[config.mk]
export PLATFORM = sky130hd
export DESIGN_NAME = lpoq_out_stage
export DESIGN_NICKNAME = d
export VERILOG_FILES = /design/src/hdl/lpoq_pkg.sv /design/src/hdl/lpoq_out_stage.sv
export SDC_FILE = /design/constraint.sdc
export NUM_CORES = 1
export LEC_CHECK = 0
export BUFFER_PORTS_ARGS = -buffer_cell sky130_fd_sc_hd__buf_2
export CAP_MARGIN = 10
export CELL_PAD_IN_SITES_DETAIL_PLACEMENT = 0
export CELL_PAD_IN_SITES_GLOBAL_PLACEMENT = 1
export CORE_ASPECT_RATIO = 0.75
export CORE_MARGIN = 1.5
export CORE_UTILIZATION = 29
export CTS_CLUSTER_SIZE = 12
export DETAILED_ROUTE_END_ITERATION = 6
export PLACE_DENSITY = 0.76
export SYNTH_ARGS = -nofsm -noshare
export SYNTH_HDL_FRONTEND = slang
export SYNTH_SLANG_ARGS = --single-unit
export TNS_END_PERCENT = 5
[constraint.sdc]
create_clock -name clk -period 0.8 [get_ports clk]
set_clock_uncertainty 0.1 [all_clocks]
set_input_delay 0.04 -clock clk [delete_from_list [all_inputs] [get_ports clk]]
set_output_delay 0.04 -clock clk [all_outputs]
set_load 0.005 [all_outputs]
[src/hdl/lpoq_pkg.sv]
// Shared types and constants for the lossless pause output queue.
package lpoq_pkg;

  localparam logic [1:0] CMD_PAUSE   = 2'd0;
  localparam logic [1:0] CMD_ARRIVE  = 2'd1;
  localparam logic [1:0] CMD_TX_DONE = 2'd2;

  localparam logic KIND_START  = 1'b0;
  localparam logic KIND_DEPART = 1'b1;

  localparam int unsigned CFG_IDX_W  = 2;
  localparam int unsigned CFG_DATA_W = 24;
  localparam logic [CFG_IDX_W-1:0] REG_ECN_ENABLE    = 2'd0;
  localparam logic [CFG_IDX_W-1:0] REG_ECN_THRESHOLD = 2'd1;

  // telemetry is written only below this hop index
  localparam logic [3:0] MAX_HOPS = 4'd5;

  typedef struct packed {
    logic [1:0]  cmd;
    logic [15:0] pause_time;
    logic [13:0] pkt_size;
    logic [5:0]  ingress_port;
    logic        ce_in;
    logic        is_hpcc;
    logic [2:0]  int_hop;
    logic [47:0] now;
  } item_t;

  typedef struct packed {
    logic        kind;
    logic        last;
    logic [13:0] out_size;
    logic [5:0]  out_port;
    logic        ecn_ce;
    logic        int_valid;
    logic [2:0]  int_slot;
    logic [23:0] int_queue_bytes;
    logic [47:0] int_time;
    logic [47:0] int_tx_bytes;
    logic        overflow_seen;
  } result_t;

  typedef struct packed {
    logic [2:0]  hop;
    logic        hpcc;
    logic        ce;
    logic [5:0]  port;
    logic [13:0] size;
  } desc_t;

endpackage

[src/hdl/lpoq_out_stage.sv]
// Output register for result transactions.
module lpoq_out_stage
  import lpoq_pkg::*;
(
  input  logic    clk,
  input  logic    rst,
  input  logic    load,
  input  result_t load_data,
  output logic    free,
  output logic    valid,
  input  logic    stall,
  output result_t data
);

  assign free = !valid || !stall;

  always_ff @(posedge clk) begin
    if (rst) begin
      valid <= 1'b0;
    end else if (load) begin
      valid <= 1'b1;
    end else if (!stall) begin
      valid <= 1'b0;
    end
  end

  always_ff @(posedge clk) begin
    if (load) begin
      data <= load_data;
    end
  end

endmodule

==> results of run 1 <==
[kinds of logic after synthesis]
logic type      synth area share
simple gates             0.00168
compound gates           0.00112
flops                      0.997
[metrics by stage]
step                std cells   util  setup TNS, ps  setup WS [ps]  hold slack, ps
detailed placement        665  0.417         -12540           -124             118
floorplan                 152      -              0            125            12.4
global placement          665  0.417         -11170           -114             105
[cells in the mapped netlist, drive strengths merged]
library cell,instances,share of area
nor2,1,0.00084
a21oi,1,0.0011
dfxtp,1,0.0045
edfxtp,148,0.99
nand2,1,0.00084
==> key figures, run 1 <==
Status
  – First Error: [ERROR RSZ-0060] Max buffer count reached.
  – Outcome: aborted with a tool error
  – Last stage the flow got to: clock tree synthesis (4_1_cts)

Placed design
  – Final weighted congestion in routability-driven placement: between 0.7 and 0.8
  – Total of buffers placed on input and output ports: roughly 300
  – HPWL reported at the end of detailed placement: around 7.9 mm
  – Total placed instance area: 6320 µm²

Clocking
  – Max H-tree Level: 4
  – Number of buffers on the longest clock path: 2
  – Num CTS Buffers: 17
  – Post-CTS Setup Inserts: 0
  – Root Buffer: clkbuf_16
  – TritonCTS Sinks: between 100 and 150
  – Cts-stage hold buffer count: 140
  – Resized cells post-CTS: 1

Floorplanning
  – Chip Width: ~150 µm
  – Number of rows in the core area: 39
  – Die Y: 111 µm
  – Number of placed I/O pins: between 300 and 400
  – Initial Utilization: 0.295

Yosys
  – Synthesized net count: 304
  – Count of different cell masters after synthesis: 5
  – Synthesized cell area: between 4000 and 5000 µm²
  – Proportion of synthesized chip area in sequential cells: 0.997
  – Number of synthesized register bits: 149
  – Post-Syn Instances: between 150 and 200
  – Average size of a mapped cell: about 29 µm²
  – YS warnings: 0
==> inputs of run 2 (changes only) <==
- CELL_PAD_IN_SITES_DETAIL_PLACEMENT: 0 -> not set
- CELL_PAD_IN_SITES_GLOBAL_PLACEMENT: 1 -> not set
- CORE_ASPECT_RATIO: 0.75 -> not set
- CORE_UTILIZATION: 29 -> 20
- CTS_CLUSTER_SIZE: 12 -> not set
- PLACE_DENSITY: 0.76 -> not set
- PLACE_DENSITY_LB_ADDON: not set -> 0.15
- clock period: 0.8 -> 1.05 ns (I/O delays scaled with it)
==> run 2 against run 1 <==
Compared with the run above: the flow now finishes, with violations (setup timing); synthesized cell count did not move; area after synthesis did not move.
==> key figures, run 2 <==
Drt
  – Detail-routed via count per cell: between 3 and 4
  – Final routed wirelength across all metal layers: 12.9 mm
  – Number of vias in the routed layout: between 3000 and 4000
  – Wire per inst: 14.0 µm
  – Number of detailed-routing iterations run before antenna repair: 4
  – Post-DRT Antenna Nets: 0
  – First-iteration detailed-routing DRC count: between 100 and 150
  – Remaining routing DRC violations: 0

Timing
  – Endpoints failing hold: 0
  – Tcrit/Tclk final: 1.04
  – Post-route worst setup slack: -46.3 ps
  – RSZ-0062 raised after global routing: yes
  – Post-layout min period: about 1100 ps
  – Pin slew with the least headroom to its limit: between 200 and 300 ps
  – Maximum clock frequency: roughly 0.91 GHz
  – Final-report max-slew violation count: 0
  – Worst relative slew slack: 0.824
  – Final-report setup violation count: 128
  – Final TNS setup: -1950 ps

Setup path
  – CP bufs+invs: 1
  – Worst path arrival time: between 900 and 1000 ps
  – Category of cells accounting for the largest share of critical-path delay: flip-flops
  – Biggest fanout along the worst timing path: 1
  – Kind of end point of the critical path: output pin
  – Stage delay of the slowest cell on the critical path: roughly 370 ps
  – Library cell contributing the largest single delay on the critical path: edfxtp_1
  – Worst Path Class, Setup: flop to output pin
  – Critical Path Source Type: flop
  – Req. time, crit path: 900 ps
  – List of cells traversed by the critical path: buf_2

Yosys
  – YS warnings: 0
  – Top cells by count, synth: edfxtp_1, a21oi_1, dfxtp_1, nand2_1, nor2_1
  – Proportion of synthesized chip area in sequential cells: 0.997
  – Average size of a mapped cell: around 29 µm²
  – Synth area leaders: edfxtp_1, dfxtp_1, a21oi_1, nand2_1, nor2_1
  – Count of different cell masters after synthesis: 5
  – Synthesized net count: 304
  – Post-Syn Instances: 152
  – Most area-hungry cell type in the Yosys netlist: edfxtp_1
  – Top flip-flop cell by instance count after synthesis: edfxtp_1
  – Number of synthesized register bits: about 150
  – EDFF count, synth: 148
  – Synthesized cell area: 4480 µm²
  – Library cell with the highest instance count after synthesis: edfxtp_1
  – Share of flip-flops with an asynchronous set or reset: 0
  – Portion of synthesized cell area occupied by the leading cell type: 0.993

Global route
  – Maximum number of pins on one net before global-route repair: 50
  – Global route overflow: 0
  – Global-route total usage across every layer: 0.112
  – Global-route wire length before repair: around 20 mm
  – Vias in the first global route: about 3700
  – Antenna violations before repair: 1

Pwr
  – Cell Int Power: roughly 12000 µW
  – Pwr Total: about 15000 µW
  – P per Cell Area: approximately 1700 nW/µm²
  – Fraction of power consumed by sequential logic: 0.478
  – Combinational share of power: 0.096
  – Net Switching: 3370 µW
  – Worst vdd ir: roughly 0.95 mV
  – Power share of the clock group: 0.426
  – Switching part of the total: 0.225
  – Cell leakage power: between 0.003 and 0.004 µW

Clocking
  – TritonCTS Sinks: ~150
  – Clock transition at the register clock pins on the worst setup and hold paths after CTS: around 70 ps
  – Num CTS Buffers: 17
  – Source-to-sink clock delay at the later pin of the worst-skew pair: just over 400 ps
  – Number of buffers on the longest clock path: 2
  – Post-CTS Setup Inserts: 0
  – CTS tree: yes
  – Root Buffer: clkbuf_16
  – Max H-tree Level: 4

Layout
  – Largest registers: data: 148 flops, valid: 1 flops
  – Layout cell share with drive strength beyond 1: 0.528
  – Most frequent cells in the layout: buf_2, dlygate4sd3_1, edfxtp_1
  – Layout-stage area growth over the synthesis result: 91.8%
  – Most common library cell in the layout ignoring fill and taps: buf_2
  – Final net count: 779
  – Max reg flops: 148
  – Register with the most flip-flops: data
  – Final instance count without filler cells: 921

Placed design
  – Total of buffers placed on input and output ports: ~300
  – Cell count after placement: about 740
  – Final weighted congestion in routability-driven placement: 0.694
  – Worst slack, placed: roughly 130 ps
  – HPWL reported at the end of detailed placement: slightly above 9 mm

Floorplanning
  – Die ar.: between 20000 and 25000 µm²
  – Die Y: ~150 µm
  – Number of placed I/O pins: between 300 and 400
  – Initial Utilization: 0.205
  – Core box area: between 20000 and 25000 µm²
  – Number of rows in the core area: between 50 and 60
  – Chip Width: about 150 µm

Status
  – Outcome: finished with violations
  – Violations in the final reports: setup timing

Run
  – Number of max-capacitance violations reported: 0

Worst hold path
  – Worst min-delay path class: input port to flop
-- run 2: cell counts after synthesis --
No cell type changed its count.
-- run 2: per-stage QoR --
step / area (µm²) / hold WS, ps / utilization
5_1_grt: 8580 / 203 / 0.392
2_1_floorplan: 4480 / 24.9 / -
6_report: 8580 / 211 / 0.392
3_5_place_dp: 6420 / 118 / 0.293
3_3_place_gp: 6420 / 122 / 0.293
4_1_cts: 8570 / 173 / 0.392
-- run 2: power groups by stage --
stage	combinational, µW	clock, µW	sequential (µW)
2_1_floorplan	3.16	0	7380
3_3_place_gp	997	0	7290
3_5_place_dp	1000	0	7300
4_1_cts	1460	6620	7170
5_1_grt	1550	6880	7220
6_report	1430	6390	7170
-- run 2: logic make-up after synthesis --
group | Yosys count | synth area share
AO/OA/AOI/OAI | 1 | 0.00112
AND/OR/NAND/NOR | 2 | 0.00168
flip-flops | 149 | 0.997
-- run 2: final cells by class --
cell class | count | area (µm²)
well taps | 280 | 350
multi-input cells | 3 | 12.5
clock buffers | 17 | 425
clock inverters | 15 | 214
fillers | 2114 | 13300
repair buffers | 456 | 3110
diodes | 1 | 2.50
flip-flops and latches | 149 | 4470
-- run 2: repair_timing --
| action | in CTS | in global routing |
|---|---|---|
| resized for setup | 1 | 2 |
| hold buffers | 151 | 0 |
| endpoints found under the hold margin | 177 | 0 |
| endpoints found under the setup margin | 150 | 194 |
-- run 2: metal layers --
layer / vias up / routed length [µm] / global-route usage
met1: 1568 / 5030 / 0.123
met4: 0 / 267 / 0.0472
met3: 17 / 1140 / 0.0464
li1: 1577 / - / -
met5: - / 0 / 0
met2: 191 / 6470 / 0.190
-- run 2: worst paths after layout --
| kind | startpoint | endpoint | slack (ps) | cells past startpoint |
|---|---|---|---|---|
| setup / recovery | data[109]$_DFFE_PP_ | data[109] | -50 | 1 |
| hold / removal | rst | valid$_SDFFE_PP0P_ | 210 | 3 |
| setup reg to reg | valid$_SDFFE_PP0P_ | valid$_SDFFE_PP0P_ | 350 | 2 |
| hold reg to reg | valid$_SDFFE_PP0P_ | valid$_SDFFE_PP0P_ | 410 | 2 |
(Power assumes the default switching activity.)
